<file path="config.mk">
export PLATFORM = sky130hd
export DESIGN_NAME = lit_front
export DESIGN_NICKNAME = d
export VERILOG_FILES = /design/src/sv/lit_pkg.sv /design/src/sv/lit_front.sv
export SDC_FILE = /design/constraint.sdc
export NUM_CORES = 1
export LEC_CHECK = 0
export BUFFER_PORTS_ARGS = -buffer_cell sky130_fd_sc_hd__buf_2
export CAP_MARGIN = 15
export CORE_ASPECT_RATIO = 0.6
export CORE_UTILIZATION = 56
export CTS_CLUSTER_DIAMETER = 200
export DETAILED_ROUTE_END_ITERATION = 10
export HOLD_SLACK_MARGIN = 0.08
export PLACE_DENSITY = 0.85
export RECOVER_POWER = 50
export SLEW_MARGIN = 20
export SYNTH_ARGS = -nofsm -noshare
export SYNTH_HDL_FRONTEND = slang
export SYNTH_SLANG_ARGS = --single-unit
</file>
<file path="constraint.sdc">
create_clock -name i_clk -period 10.3 [get_ports i_clk]
set_input_delay 0.515 -clock i_clk [delete_from_list [all_inputs] [get_ports i_clk]]
set_output_delay 0.515 -clock i_clk [all_outputs]
set_load 0.02 [all_outputs]
</file>
<file path="src/sv/lit_pkg.sv">
// Package for the linear interpolation table: sizes, codes and beat types.
// Used by lit_front, lit_back and the top level; depends on nothing.
`timescale 1ns / 1ps
`default_nettype none
package lit_pkg;

    localparam int MAX_POINTS = 64;
    localparam int ADDR_W     = $clog2(MAX_POINTS);
    localparam int CNT_W      = $clog2(MAX_POINTS + 1);
    localparam int ENTRY_W    = 64;

    typedef enum logic {
        OP_LOAD  = 1'b0,
        OP_QUERY = 1'b1
    } t_opcode;

    typedef enum logic [2:0] {
        ST_INTERIOR = 3'd0,
        ST_EXTRAP   = 3'd1,
        ST_CLAMPED  = 3'd2,
        ST_NOSEG    = 3'd3,
        ST_LOADED   = 3'd4,
        ST_ZEROW    = 3'd5
    } t_status;

    typedef struct packed {
        t_opcode            opcode;
        logic [5:0]         entry_index;
        logic signed [31:0] entry_x;
        logic signed [31:0] entry_y;
        logic signed [31:0] query_value;
    } t_in_item;

    typedef struct packed {
        logic signed [31:0] result_value;
        t_status            status;
    } t_out_item;

    typedef struct packed {
        logic     valid;
        t_in_item item;
    } t_queue_head;

    typedef enum logic [3:0] {
        S_IDLE,
        S_A1,
        S_A2,
        S_A3,
        S_A4,
        S_SC0,
        S_SCAN,
        S_CHK,
        S_MUL,
        S_DIV,
        S_FIN,
        S_EMIT
    } t_state;

endpackage
`default_nettype wire

</file>
<file path="src/sv/lit_front.sv">
// Front end: accepts input beats into a two-entry queue ahead of the back end.
// Depends on lit_pkg.
`timescale 1ns / 1ps
`default_nettype none
module lit_front (
    input  wire logic             i_clk,
    input  wire logic             i_rst_n,
    input  wire logic             i_valid,
    input  wire lit_pkg::t_in_item i_data,
    output logic                  o_stall,
    output lit_pkg::t_queue_head  o_head,
    input  wire logic             i_pop
);

    lit_pkg::t_in_item r_mem [2];
    logic              r_wp;
    logic              r_rp;
    logic [1:0]        r_cnt;
    logic              w_push;
    logic              w_pop;

    assign o_stall = (r_cnt == 2'd2);
    assign w_push  = i_valid && !o_stall;
    assign w_pop   = i_pop && (r_cnt != 2'd0);
    assign o_head  = '{valid: (r_cnt != 2'd0), item: r_mem[r_rp]};

    always_ff @(posedge i_clk) begin
        if (w_push) begin
            r_mem[r_wp] <= i_data;
        end
        if (!i_rst_n) begin
            r_wp  <= 1'b0;
            r_rp  <= 1'b0;
            r_cnt <= 2'd0;
        end else begin
            if (w_push) begin
                r_wp <= !r_wp;
            end
            if (w_pop) begin
                r_rp <= !r_rp;
            end
            r_cnt <= r_cnt + 2'(w_push) - 2'(w_pop);
        end
    end

endmodule
`default_nettype wire

</file>
==> flow_summary_export.csv <==
group,metric,value,unit
hold_path,min_delay_path_depth,1,
finish,drive_gt1_share,50.8,%
worst_setup_path,crit_type,"reg2reg",
clocking,cts_root_buffer,"clkbuf_16",
timing,drv_slew,53,
clocking,post_cts_buffers,0,
finish,multi_input_area,0.00129,mm2
routing,finalWirelength,14200,um
clocking,clkLatencyLatePin,0.47,ns
floorplan,core-area,0.0131,mm2
worst_setup_path,r2r_end,"r_mem[1][98]",
finish,syn2layout_area_growth,22.8,%
grt,grt_pass1_vias,4138,
clocking,cts_tree,"done",
synth,ys_ff_latch,211,
power_and_ir_drop,p_per_area,256,mW/mm2
synth,synth_top_cell_by_area,"edfxtp_1",
timing,fin_crit_sh,34.5,%
timing,finalClockSkew,0.0173,ns
timing,min_period,3.55,ns
timing,setup_viol_count_final,0,
synth,synthArstFlopShare,0,%
timing,finalSetupTns,0,ns
timing,fmax,282,MHz
timing,whs,0.226,ns
worst_setup_path,reg2regPathDepth,3,
synth,synth_top_area_share,80.5,%
timing,worst_pin_slew,2.34,ns
floorplan,die_h,92.7,um
grt,antenna_found_initial,0,
synth,synth.most_common_cell,"edfxtp_1",
timing,rsz0062_at_grt,"no",
worst_setup_path,cp-end-kind,"register",
placement,dp_hpwl,9240,um
synth,synth_common_cells,"edfxtp_1, mux2_2, buf_6, dfxtp_1, nor2_1",
finish,num-fill-cells,834,
hold_path,min-delay-start,"i_data[26]",
floorplan,start_util,58.7,%
hold_path,min_path_type,"in2reg",
synth,ys_warn_count,0,
finish,fin_nets,680,
clocking,htree_num_levels,1,
clocking,cts.reportedPaths.clkPinSlew,0.07,ns
clocking,clock-sinks,211,
run,cap_viol_max_count,1,
hold_path,hold_path_end,"r_mem[0][26]",
power_and_ir_drop,ir_drop,0.150,mV
synth,ys_seq_area_share,81.8,%
synth,syn_nets,455,
synth,synth-edff-count,206,
routing,wire_per_inst,18.8,um
worst_setup_path,worstPathRequired,10.39,ns
finish,diodes,0,
grt,grt.overflow.total,0,
synth,syn_inst,346,
routing,postRouteAntennaNets,0,
status,violations,"capacitance limit, slew limit",
clocking,clockBufferDepth,3,
clocking,cts_resized,0,
routing,via_count,3916,
routing,drt-vias-per-instance,5.20,
synth,yosysUniqueCellTypes,18,
grt,grt_pass1_wl,21300,um
grt,grt_max_degree,73,
timing,relSlewSlack,-56.2,%
placement,gp_congestion,0.767,
placement,port_buffers,211,
grt,grt_use_total,19.8,%
timing,final-hold-violation-count,0,
power_and_ir_drop,cellLeakagePower,3.44,nW
routing,dr.pass1.iters,4,
clocking,cts_made_buffers,19,
synth,synthFlopType,"edfxtp_1",
status,status,"finished with violations",
synth,syn_avg_cell_area,22.2,um2
synth,ys_top_cells_by_area,"edfxtp_1, mux2_2, dfxtp_1",
finish,register_area,0.00629,mm2
routing,drt_iter0_drc,249,
worst_setup_path,rr_startpoint,"r_cnt[0]",
synth,synth_area,0.00768,mm2
routing,drc_errors,0,
worst_setup_path,cp-start-kind,"register",
floorplan,die_w,153,um
clocking,postCtsHoldBufs,0,
floorplan,die-area,0.0142,mm2
worst_setup_path,cp.arrival,3.64,ns
worst_setup_path,ff2ff_setup_slack,6.75,ns
floorplan,ios,212,
floorplan,num_rows,32,
worst_setup_path,critPathMaxFanout,52,
-- worst max path at each step --
stage,startpoint,to,slack (ns),cells after the start
floorplan,i_valid,r_mem[0][0],4.84,2
global placement,register,o_head[31],7.72,3
global route,r_cnt[0],r_mem[1][98],6.49,3
detailed placement,register,o_head[31],7.69,3
finish,r_cnt[0],r_mem[1][98],6.75,3
CTS,register,o_head[31],7.19,3
-- layout by cell type, fill, tap and decap left out --
cell,instances
o21a_1,1
buf_4,4
mux2_2,103
clkbuf_1,56
clkbuf_16,19
nand2_1,2
dfxtp_4,1
inv_1,3
nor2_4,1
clkbuf_8,2
clkinv_1,2
or2_2,1
and2_1,1
bufinv_16,2
edfxtp_1,206
dfxtp_1,4
ha_1,2
nand2b_1,2
clkinv_2,3
nor2_1,3
buf_2,160
xor2_1,1
and3_1,1
xnor2_1,2
mux2i_1,1
-- sequential cells by signal, summed over array words and instances, names as in the netlist, named ones only --
| signal | count |
|---|---|
| r_mem | 206 |
| r_cnt | 2 |
| r_rp | 1 |
| r_wp | 1 |
-- kinds of logic (layout without fill, tap and decap cells) --
group | count (synthesis) | count (layout) | synth area share, %
flip-flops | 211 | 211 | 81.8
multiplexers | 104 | 104 | 15.2
buffers and inverters | 14 | 251 | 1.47
AND/OR/NAND/NOR | 11 | 11 | 0.701
XOR/XNOR | 3 | 3 | 0.342
adder cells (fa/ha/maj) | 2 | 2 | 0.326
AO/OA/AOI/OAI | 1 | 1 | 0.0978
-- layout make-up --
cell class,instances,share of cell area (%)
flip-flops and latches,211,66.7
multi-input cells,121,13.7
repair buffers,215,10.8
clock buffers,26,5.53
well taps,170,2.26
clock inverters,7,0.876
inverters,3,0.119
-- critical path, cell delays in order, from the launching register on --
cell and delay, ns:
dfxtp_1 0.37, nand2b_1 0.17, and3_1 1.76, buf_4 0.78
-- where the power goes --
group	leakage, nW	internal (mW)	switching (mW)
Clock	0.298	0.404	0.280
Combinational	1.17	0.239	0.367
Sequential	1.97	1.08	0.0435
-- per-stage QoR --
stage | cells | setup slack [ns] | area [um2] | total power, mW | utilization [%]
floorplan | 346 | 4.84 | 7680 | 1.58 | -
global route | 753 | 6.49 | 9430 | 2.51 | 72.0
finish | 753 | 6.75 | 9430 | 2.41 | 72.0
global placement | 720 | 7.72 | 8890 | 1.73 | 67.9
CTS | 753 | 7.19 | 9500 | 2.44 | 72.6
detailed placement | 720 | 7.69 | 8890 | 1.75 | 67.9
-- per-layer routing --
layer,track usage [%],wire length (um)
met2,34.1,6840
met3,7.11,1410
met5,0,0
met1,24.4,5790
met4,3.87,146
No activity file was read; power rests on OpenSTA's default activity.
