==> src/sv/lit_pkg.sv <==
// Package for the linear interpolation table: sizes, codes and beat types.
// Used by lit_front, lit_back and the top level; depends on nothing.
`timescale 1ns / 1ps
`default_nettype none
package lit_pkg;

    localparam int MAX_POINTS = 64;
    localparam int ADDR_W     = $clog2(MAX_POINTS);
    localparam int CNT_W      = $clog2(MAX_POINTS + 1);
    localparam int ENTRY_W    = 64;

    typedef enum logic {
        OP_LOAD  = 1'b0,
        OP_QUERY = 1'b1
    } t_opcode;

    typedef enum logic [2:0] {
        ST_INTERIOR = 3'd0,
        ST_EXTRAP   = 3'd1,
        ST_CLAMPED  = 3'd2,
        ST_NOSEG    = 3'd3,
        ST_LOADED   = 3'd4,
        ST_ZEROW    = 3'd5
    } t_status;

    typedef struct packed {
        t_opcode            opcode;
        logic [5:0]         entry_index;
        logic signed [31:0] entry_x;
        logic signed [31:0] entry_y;
        logic signed [31:0] query_value;
    } t_in_item;

    typedef struct packed {
        logic signed [31:0] result_value;
        t_status            status;
    } t_out_item;

    typedef struct packed {
        logic     valid;
        t_in_item item;
    } t_queue_head;

    typedef enum logic [3:0] {
        S_IDLE,
        S_A1,
        S_A2,
        S_A3,
        S_A4,
        S_SC0,
        S_SCAN,
        S_CHK,
        S_MUL,
        S_DIV,
        S_FIN,
        S_EMIT
    } t_state;

endpackage
`default_nettype wire

==> src/sv/lit_ram.sv <==
// Generic single write port, single read port RAM with registered read data.
// Stands alone; no package needed.
`timescale 1ns / 1ps
`default_nettype none
module lit_ram #(
    parameter int WIDTH = 64,
    parameter int DEPTH = 64
) (
    input  wire logic                     i_clk,
    input  wire logic                     i_we,
    input  wire logic [$clog2(DEPTH)-1:0] i_waddr,
    input  wire logic [WIDTH-1:0]         i_wdata,
    input  wire logic [$clog2(DEPTH)-1:0] i_raddr,
    output logic [WIDTH-1:0]              o_rdata
);

    logic [WIDTH-1:0] r_mem [DEPTH];
    logic [WIDTH-1:0] r_rdata;

    always_ff @(posedge i_clk) begin
        if (i_we) begin
            r_mem[i_waddr] <= i_wdata;
        end
        r_rdata <= r_mem[i_raddr];
    end

    assign o_rdata = r_rdata;

endmodule
`default_nettype wire

==> src/sv/lit_back.sv <==
// Back end: table writes, breakpoint scan, shift-add multiply, restoring divide.
// Depends on lit_pkg and lit_ram.
`timescale 1ns / 1ps
`default_nettype none
module lit_back (
    input  wire logic                i_clk,
    input  wire logic                i_rst_n,
    input  wire lit_pkg::t_queue_head i_head,
    output logic                     o_pop,
    input  wire logic                i_cfg_valid,
    input  wire logic [6:0]          i_cfg_data,
    output logic                     o_valid,
    output lit_pkg::t_out_item       o_data,
    input  wire logic                i_stall
);

    lit_pkg::t_state             r_state, n_state;
    logic [6:0]                  r_points;
    logic [lit_pkg::CNT_W-1:0]   r_n, n_n;
    logic [lit_pkg::CNT_W-1:0]   r_k, n_k;
    logic signed [31:0]          r_q, n_q;
    logic signed [31:0]          r_ax, n_ax;
    logic signed [31:0]          r_ay, n_ay;
    logic signed [31:0]          r_xb, n_xb;
    logic signed [31:0]          r_yb, n_yb;
    logic signed [32:0]          r_dx, n_dx;
    logic signed [32:0]          r_dy, n_dy;
    logic                        r_extrap, n_extrap;
    logic                        r_neg, n_neg;
    logic [65:0]                 r_acc, n_acc;
    logic [32:0]                 r_mpl, n_mpl;
    logic [32:0]                 r_mcand, n_mcand;
    logic [32:0]                 r_div, n_div;
    logic [32:0]                 r_rem, n_rem;
    logic [6:0]                  r_cnt, n_cnt;
    lit_pkg::t_out_item          r_res, n_res;
    logic                        r_ovalid;
    lit_pkg::t_out_item          r_odata;

    logic                        w_we;
    logic [lit_pkg::ADDR_W-1:0]  w_raddr;
    logic [lit_pkg::ENTRY_W-1:0] w_rdata;
    logic signed [31:0]          w_rd_x;
    logic signed [31:0]          w_rd_y;
    logic                        w_out_free;
    logic [lit_pkg::CNT_W-1:0]   w_n_eff;
    logic signed [32:0]          w_dq;
    logic [33:0]                 w_rem_sh;
    logic [34:0]                 w_diff;
    logic [34:0]                 w_m;
    logic [36:0]                 w_t;
    logic [36:0]                 w_v;

    lit_ram #(
        .WIDTH(lit_pkg::ENTRY_W),
        .DEPTH(lit_pkg::MAX_POINTS)
    ) u_table (
        .i_clk  (i_clk),
        .i_we   (w_we),
        .i_waddr(lit_pkg::ADDR_W'(i_head.item.entry_index)),
        .i_wdata({i_head.item.entry_x, i_head.item.entry_y}),
        .i_raddr(w_raddr),
        .o_rdata(w_rdata)
    );

    assign w_rd_x     = w_rdata[63:32];
    assign w_rd_y     = w_rdata[31:0];
    assign w_out_free = !r_ovalid || !i_stall;

    always_comb begin
        if (r_points < 7'd2) begin
            w_n_eff = lit_pkg::CNT_W'(2);
        end else if (32'(r_points) > lit_pkg::MAX_POINTS) begin
            w_n_eff = lit_pkg::CNT_W'(lit_pkg::MAX_POINTS);
        end else begin
            w_n_eff = lit_pkg::CNT_W'(r_points);
        end
    end

    assign w_dq     = {r_q[31], r_q} - {r_xb[31], r_xb};
    assign w_rem_sh = {r_rem, r_acc[65]};
    assign w_diff   = {1'b0, w_rem_sh} - {2'b00, r_div};
    assign w_m      = ((|r_acc[65:35]) || (r_acc[34] && (|r_acc[33:0])))
                      ? {1'b1, 34'd0} : r_acc[34:0];
    assign w_t      = r_neg ? -{2'b00, w_m} : {2'b00, w_m};
    assign w_v      = {{5{r_yb[31]}}, r_yb} + w_t;

    always_comb begin
        n_state  = r_state;
        n_n      = r_n;
        n_k      = r_k;
        n_q      = r_q;
        n_ax     = r_ax;
        n_ay     = r_ay;
        n_xb     = r_xb;
        n_yb     = r_yb;
        n_dx     = r_dx;
        n_dy     = r_dy;
        n_extrap = r_extrap;
        n_neg    = r_neg;
        n_acc    = r_acc;
        n_mpl    = r_mpl;
        n_mcand  = r_mcand;
        n_div    = r_div;
        n_rem    = r_rem;
        n_cnt    = r_cnt;
        n_res    = r_res;
        o_pop    = 1'b0;
        w_we     = 1'b0;
        w_raddr  = '0;
        unique case (r_state)
            lit_pkg::S_IDLE: begin
                if (i_head.valid) begin
                    o_pop = 1'b1;
                    if (i_head.item.opcode == lit_pkg::OP_LOAD) begin
                        w_we = (32'(i_head.item.entry_index) < lit_pkg::MAX_POINTS);
                        n_res.result_value = '0;
                        n_res.status       = lit_pkg::ST_LOADED;
                        n_state            = lit_pkg::S_EMIT;
                    end else begin
                        n_q     = i_head.item.query_value;
                        n_n     = w_n_eff;
                        n_state = lit_pkg::S_A1;
                    end
                end
            end
            lit_pkg::S_A1: begin
                w_raddr = lit_pkg::ADDR_W'(1);
                n_ax    = w_rd_x;
                n_ay    = w_rd_y;
                n_state = lit_pkg::S_A2;
            end
            lit_pkg::S_A2: begin
                if (r_q <= r_ax) begin
                    n_xb     = r_ax;
                    n_yb     = r_ay;
                    n_dx     = {w_rd_x[31], w_rd_x} - {r_ax[31], r_ax};
                    n_dy     = {w_rd_y[31], w_rd_y} - {r_ay[31], r_ay};
                    n_extrap = 1'b1;
                    n_state  = lit_pkg::S_CHK;
                end else begin
                    w_raddr = lit_pkg::ADDR_W'(r_n - lit_pkg::CNT_W'(2));
                    n_state = lit_pkg::S_A3;
                end
            end
            lit_pkg::S_A3: begin
                w_raddr = lit_pkg::ADDR_W'(r_n - lit_pkg::CNT_W'(1));
                n_ax    = w_rd_x;
                n_ay    = w_rd_y;
                n_state = lit_pkg::S_A4;
            end
            lit_pkg::S_A4: begin
                if (r_q >= w_rd_x) begin
                    n_xb     = w_rd_x;
                    n_yb     = w_rd_y;
                    n_dx     = {w_rd_x[31], w_rd_x} - {r_ax[31], r_ax};
                    n_dy     = {w_rd_y[31], w_rd_y} - {r_ay[31], r_ay};
                    n_extrap = 1'b1;
                    n_state  = lit_pkg::S_CHK;
                end else begin
                    n_state = lit_pkg::S_SC0;
                end
            end
            lit_pkg::S_SC0: begin
                w_raddr = lit_pkg::ADDR_W'(1);
                n_ax    = w_rd_x;
                n_ay    = w_rd_y;
                n_k     = lit_pkg::CNT_W'(1);
                n_state = lit_pkg::S_SCAN;
            end
            lit_pkg::S_SCAN: begin
                if (r_q == r_ax) begin
                    n_res.result_value = r_ay;
                    n_res.status       = lit_pkg::ST_INTERIOR;
                    n_state            = lit_pkg::S_EMIT;
                end else if (r_q < w_rd_x) begin
                    n_xb     = r_ax;
                    n_yb     = r_ay;
                    n_dx     = {w_rd_x[31], w_rd_x} - {r_ax[31], r_ax};
                    n_dy     = {w_rd_y[31], w_rd_y} - {r_ay[31], r_ay};
                    n_extrap = 1'b0;
                    n_state  = lit_pkg::S_CHK;
                end else if (r_k == r_n - lit_pkg::CNT_W'(1)) begin
                    n_res.result_value = '0;
                    n_res.status       = lit_pkg::ST_NOSEG;
                    n_state            = lit_pkg::S_EMIT;
                end else begin
                    w_raddr = lit_pkg::ADDR_W'(r_k + lit_pkg::CNT_W'(1));
                    n_ax    = w_rd_x;
                    n_ay    = w_rd_y;
                    n_k     = r_k + lit_pkg::CNT_W'(1);
                end
            end
            lit_pkg::S_CHK: begin
                if (r_dx == '0) begin
                    n_res.result_value = '0;
                    n_res.status       = lit_pkg::ST_ZEROW;
                    n_state            = lit_pkg::S_EMIT;
                end else begin
                    n_neg   = (r_dy[32] ^ w_dq[32]) ^ r_dx[32];
                    n_mcand = r_dy[32] ? 33'(-r_dy) : 33'(r_dy);
                    n_mpl   = w_dq[32] ? 33'(-w_dq) : 33'(w_dq);
                    n_div   = r_dx[32] ? 33'(-r_dx) : 33'(r_dx);
                    n_acc   = '0;
                    n_cnt   = '0;
                    n_state = lit_pkg::S_MUL;
                end
            end
            lit_pkg::S_MUL: begin
                n_acc = {r_acc[64:0], 1'b0} + (r_mpl[32] ? {33'd0, r_mcand} : 66'd0);
                n_mpl = {r_mpl[31:0], 1'b0};
                n_cnt = r_cnt + 7'd1;
                if (r_cnt == 7'd32) begin
                    n_cnt   = '0;
                    n_rem   = '0;
                    n_state = lit_pkg::S_DIV;
                end
            end
            lit_pkg::S_DIV: begin
                if (!w_diff[34]) begin
                    n_rem = w_diff[32:0];
                    n_acc = {r_acc[64:0], 1'b1};
                end else begin
                    n_rem = w_rem_sh[32:0];
                    n_acc = {r_acc[64:0], 1'b0};
                end
                n_cnt = r_cnt + 7'd1;
                if (r_cnt == 7'd65) begin
                    n_state = lit_pkg::S_FIN;
                end
            end
            lit_pkg::S_FIN: begin
                if (r_extrap && (w_v[36] || (w_v == '0))) begin
                    n_res.result_value = '0;
                    n_res.status       = lit_pkg::ST_CLAMPED;
                end else begin
                    if (!w_v[36] && (|w_v[35:31])) begin
                        n_res.result_value = 32'sh7FFF_FFFF;
                    end else if (w_v[36] && !(&w_v[35:31])) begin
                        n_res.result_value = 32'sh8000_0000;
                    end else begin
                        n_res.result_value = w_v[31:0];
                    end
                    n_res.status = r_extrap ? lit_pkg::ST_EXTRAP : lit_pkg::ST_INTERIOR;
                end
                n_state = lit_pkg::S_EMIT;
            end
            lit_pkg::S_EMIT: begin
                if (w_out_free) begin
                    n_state = lit_pkg::S_IDLE;
                end
            end
            default: begin
                n_state = lit_pkg::S_IDLE;
            end
        endcase
    end

    always_ff @(posedge i_clk) begin
        if (!i_rst_n) begin
            r_state  <= lit_pkg::S_IDLE;
            r_points <= 7'd2;
            r_ovalid <= 1'b0;
        end else begin
            r_state <= n_state;
            if (i_cfg_valid) begin
                r_points <= i_cfg_data;
            end
            if (r_state == lit_pkg::S_EMIT && w_out_free) begin
                r_ovalid <= 1'b1;
            end else if (!i_stall) begin
                r_ovalid <= 1'b0;
            end
        end
    end

    always_ff @(posedge i_clk) begin
        r_n      <= n_n;
        r_k      <= n_k;
        r_q      <= n_q;
        r_ax     <= n_ax;
        r_ay     <= n_ay;
        r_xb     <= n_xb;
        r_yb     <= n_yb;
        r_dx     <= n_dx;
        r_dy     <= n_dy;
        r_extrap <= n_extrap;
        r_neg    <= n_neg;
        r_acc    <= n_acc;
        r_mpl    <= n_mpl;
        r_mcand  <= n_mcand;
        r_div    <= n_div;
        r_rem    <= n_rem;
        r_cnt    <= n_cnt;
        r_res    <= n_res;
        if (r_state == lit_pkg::S_EMIT && w_out_free) begin
            r_odata <= r_res;
        end
    end

    assign o_valid = r_ovalid;
    assign o_data  = r_odata;

    a_pop_idle: assert property (@(posedge i_clk) disable iff (!i_rst_n)
        o_pop |-> (r_state == lit_pkg::S_IDLE))
        else $error("queue popped outside idle");
    a_we_load: assert property (@(posedge i_clk) disable iff (!i_rst_n)
        w_we |-> (o_pop && i_head.item.opcode == lit_pkg::OP_LOAD))
        else $error("table written without a load");
    a_div_nonzero: assert property (@(posedge i_clk) disable iff (!i_rst_n)
        (r_state == lit_pkg::S_DIV) |-> (r_div != '0))
        else $error("divide by zero width");
    a_emit_out: assert property (@(posedge i_clk) disable iff (!i_rst_n)
        (r_state == lit_pkg::S_EMIT && w_out_free) |=> o_valid)
        else $error("result not presented");

endmodule
`default_nettype wire

==> config.mk <==
export PLATFORM = sky130hd
export DESIGN_NAME = lit_back
export DESIGN_NICKNAME = d
export VERILOG_FILES = /design/src/sv/lit_pkg.sv /design/src/sv/lit_ram.sv /design/src/sv/lit_back.sv
export SDC_FILE = /design/constraint.sdc
export NUM_CORES = 2
export LEC_CHECK = 0
export BUFFER_PORTS_ARGS = -buffer_cell sky130_fd_sc_hd__buf_4
export CORE_ASPECT_RATIO = 0.7
export CORE_MARGIN = 10
export CORE_UTILIZATION = 30
export CTS_CLUSTER_SIZE = 30
export DETAILED_ROUTE_END_ITERATION = 10
export HOLD_SLACK_MARGIN = 0.12
export PLACE_DENSITY_LB_ADDON = 0.08
export SYNTH_ARGS = -nofsm -noshare
export SYNTH_HDL_FRONTEND = slang
export SYNTH_SLANG_ARGS = --single-unit
==> constraint.sdc <==
create_clock -name i_clk -period 14.25 [get_ports i_clk]
set_clock_uncertainty 0.1 [all_clocks]
set_input_delay 2.1375 -clock i_clk [delete_from_list [all_inputs] [get_ports i_clk]]
set_output_delay 2.1375 -clock i_clk [all_outputs]
set_load 0.01 [all_outputs]
==> run metrics <==
IO Pins 152; Worst Path Max Fanout 31; largest net degree at the start of global routing 133; remaining antenna violation count 0; flop2flop setup slack 4640 ps; maximum clock insertion buffer count 4; grt ovf 0; die height 701.7 µm; CTS root buf clkbuf_16; first-pass GRT wire length 1061000 µm; CTS resizes 0; final layout net count 15250; vias post-DR 128300; Setup Buffers After CTS 0; GR Util met3 0.03663; Compound-Gate Fraction of Synth Area 0.08633; Hold Crit Depth 0; Post-CTS Hold Fix Bufs 0; core area 661900 µm²; 1st-pass router iterations 6; top-count cell post-synth edfxtp_1; crit path launch r_acc[20]$_DFFE_PP_; main combinational cell family by area after synthesis simple AND/OR/NAND/NOR gates; die area 697400 µm²; Mapped Cells 14770; setup violators final 0; register area 140000 µm²; Distinct cells, synth 102; share of cells above drive strength 1 0.09039; clk_lat worst skew 1020 ps; grt met2 use 0.3162; VDD IR max 0.1574 mV; Max Cap Viol 0; Synth warnings 0; highest-delay cell along the critical path o41ai_1; EDFF count, synth 4613; top cells by count, synth 4613 x edfxtp_1, 2848 x nand2_1, 860 x nand3_1; Slew Limit Fails 0; status completed; Synth Cell Area 199200 µm²; Multi-input gate area 54820 µm²; Avg Cell Area, Syn 13.48 µm²; Routed WL 780200 µm; Crit Reg-Reg Endpoint r_res[3]$_DFFE_PP_; dpl cell area 211500 µm²; fillers 64900; GRT Total Usage 0.2142; DP HPWL 442200 µm; GR Util met1 0.3301; CTS Sinks 4689; Min-Delay Startpoint r_res[33]$_DFFE_PP_; vias in the first global route 120600; FF-to-FF path depth 30; sequential share of the synthesized area 0.7031; DRT iter0 DRCs 15030; wire per inst 32.32 µm; Top FF cell, synth edfxtp_1; Post-synth ARST share 0; Area contributors post-synth edfxtp_1 70%, nand2_1 5.4%, mux2i_1 3.0%; synthesis-to-finish area growth 13.74%; number of synthesized register bits 4689; starting density of the core 0.3009; slowest stage delay, CP 860 ps; fin area 226500 µm²; setup TNS 0 ps; Tmin final 9612 ps; Leak 77.29 nW; htree depth 5; RSZ-0062 raised after global routing no; initial antenna violation count 98; vias per cell 5.312; Final GP Congestion 0.7880; Worst-Margin Slew 1436 ps; CP most frequent cell buf_4; Critical Path RT 14860 ps; Yosys top cell area share 0.6955; Hold Crit Class register to register; Cell Rows 250; post-synthesis mux area share 0.03449; DRC viols 0; maximum achievable frequency 0.1040 GHz; Die Wd 993.9 µm; Rel. slew slack 0.03882; Post-Synth Simple-Gate Area 0.1200; CTS tree yes; Hold Path Sink o_data[33]$_DFFE_PP_; pwr dens 183.1 nW/µm²; critical path class register to register; Synthesized Nets 15170; CP endpoint kind register; crit start category register; IO buf count 151; adder-cell share of the synthesized area 0.01788; Yosys top cell by area edfxtp_1; total CTS buffers 477; Hold Fails Final Rpt 0; Tot Pwr 0.04148 W; XOR/XNOR Fraction of Synth Area 0.01258; clk slew on worst S/H paths 70 ps; gr busiest metal met1; FF-to-FF Start r_acc[20]$_DFFE_PP_; WP data arrival 10220 ps; final hold slack 367.4 ps; Final period util 0.6745
## logic make-up (layout without fill, tap and decap cells)
logic type / count (synthesis) / in the layout
AOI/OAI and AO/OA: 2386 / 2386
other: 0 / 57
xor gates and xnor gates: 286 / 286
and+or+nand+nor: 5310 / 5310
buffers and inverters: 1176 / 1670
muxes: 645 / 645
DFF: 4689 / 4689
adders and majority gates: 281 / 281
## cell type report
class	count	share of cell area
clock buffer	614	0.05573
timing repair buffer	530	0.02049
multi-input combinational	8908	0.2420
inverter	252	0.004176
sequential	4689	0.6182
tap	8820	0.04871
clock inverter	274	0.01007
antenna	57	0.0006296
## power breakdown
group | switching (W) | internal [W]
Sequential | 0.000725 | 0.0160
Clock | 0.00567 | 0.00676
Combinational | 0.00849 | 0.00379
Total | 0.0149 | 0.0266
## per-layer routing
layer  routed length (µm)  vias up
met4                14650       18
met1               381800    66790
met2               332500     4085
li1                     -    56580
met5                  104        -
met3                51180      782
## state kept, by name, summed over array words and instances (netlist names), 32 cells and up
signal / count
r_div: 33
r_res: 35
r_yb: 32
r_acc: 66
r_ax: 32
r_dy: 33
r_ay: 32
u_table.r_mem: 4096
u_table.o_rdata: 64
r_mpl: 33
r_dx: 33
r_mcand: 33
r_xb: 32
r_q: 32
o_data: 35
r_rem: 33
## worst max-delay path by stage
| stage | to | slack (ps) | cells after the start |
|---|---|---|---|
| floorplan | r_dx[0]$_DFFE_PP_ | 2350 | 8 |
| global placement | r_res[30]$_DFFE_PP_ | 4870 | 30 |
| detailed placement | r_res[30]$_DFFE_PP_ | 4970 | 30 |
| CTS | r_res[3]$_DFFE_PP_ | 4900 | 30 |
| global route | r_res[4]$_DFFE_PP_ | 4170 | 30 |
| finish | r_res[3]$_DFFE_PP_ | 4640 | 30 |
## critical path: cells and delay by family (launching register included)
kind | cells | cell delay, ps
simple gates | 10 | 3300
compound gates | 11 | 3040
buf+inv | 6 | 1360
fa+ha+maj | 2 | 750
flops | 1 | 510
xor+xnor | 1 | 210
## metrics by stage
stage | instances | util | setup WS, ps
finish | 24140 | 0.3423 | 4638
detailed placement | 23200 | 0.3195 | 4975
floorplan | 14770 | - | 2348
global placement | 23200 | 0.3195 | 4866
global route | 24090 | 0.3421 | 4170
CTS | 24090 | 0.3420 | 4901
## layout by cell type (no fill, tap or decap), drive strengths merged, types with 28 or more instances in the layout
| cell type | count |
|---|---|
| o31ai | 46 |
| nand2 | 2850 |
| clkinv | 227 |
| a31oi | 164 |
| a211oi | 514 |
| nor2 | 398 |
| and3 | 500 |
| o21a | 46 |
| inv | 263 |
| o221ai | 54 |
| o211a | 42 |
| diode | 57 |
| and2 | 59 |
| bufinv | 29 |
| a21boi | 28 |
| a32oi | 35 |
| a311oi | 474 |
| nand3 | 860 |
| a21o | 76 |
| nor2b | 44 |
| o21ai | 313 |
| nand4 | 55 |
| ha | 275 |
| clkbuf | 614 |
| nand2b | 48 |
| nor4 | 64 |
| xor2 | 105 |
| xnor2 | 181 |
| mux4 | 32 |
| mux2i | 602 |
| edfxtp | 4613 |
| or3 | 45 |
| dfxtp | 76 |
| nor3 | 281 |
| buf | 530 |
| a21oi | 343 |
Note: power is estimated with default switching activity, not from simulation.
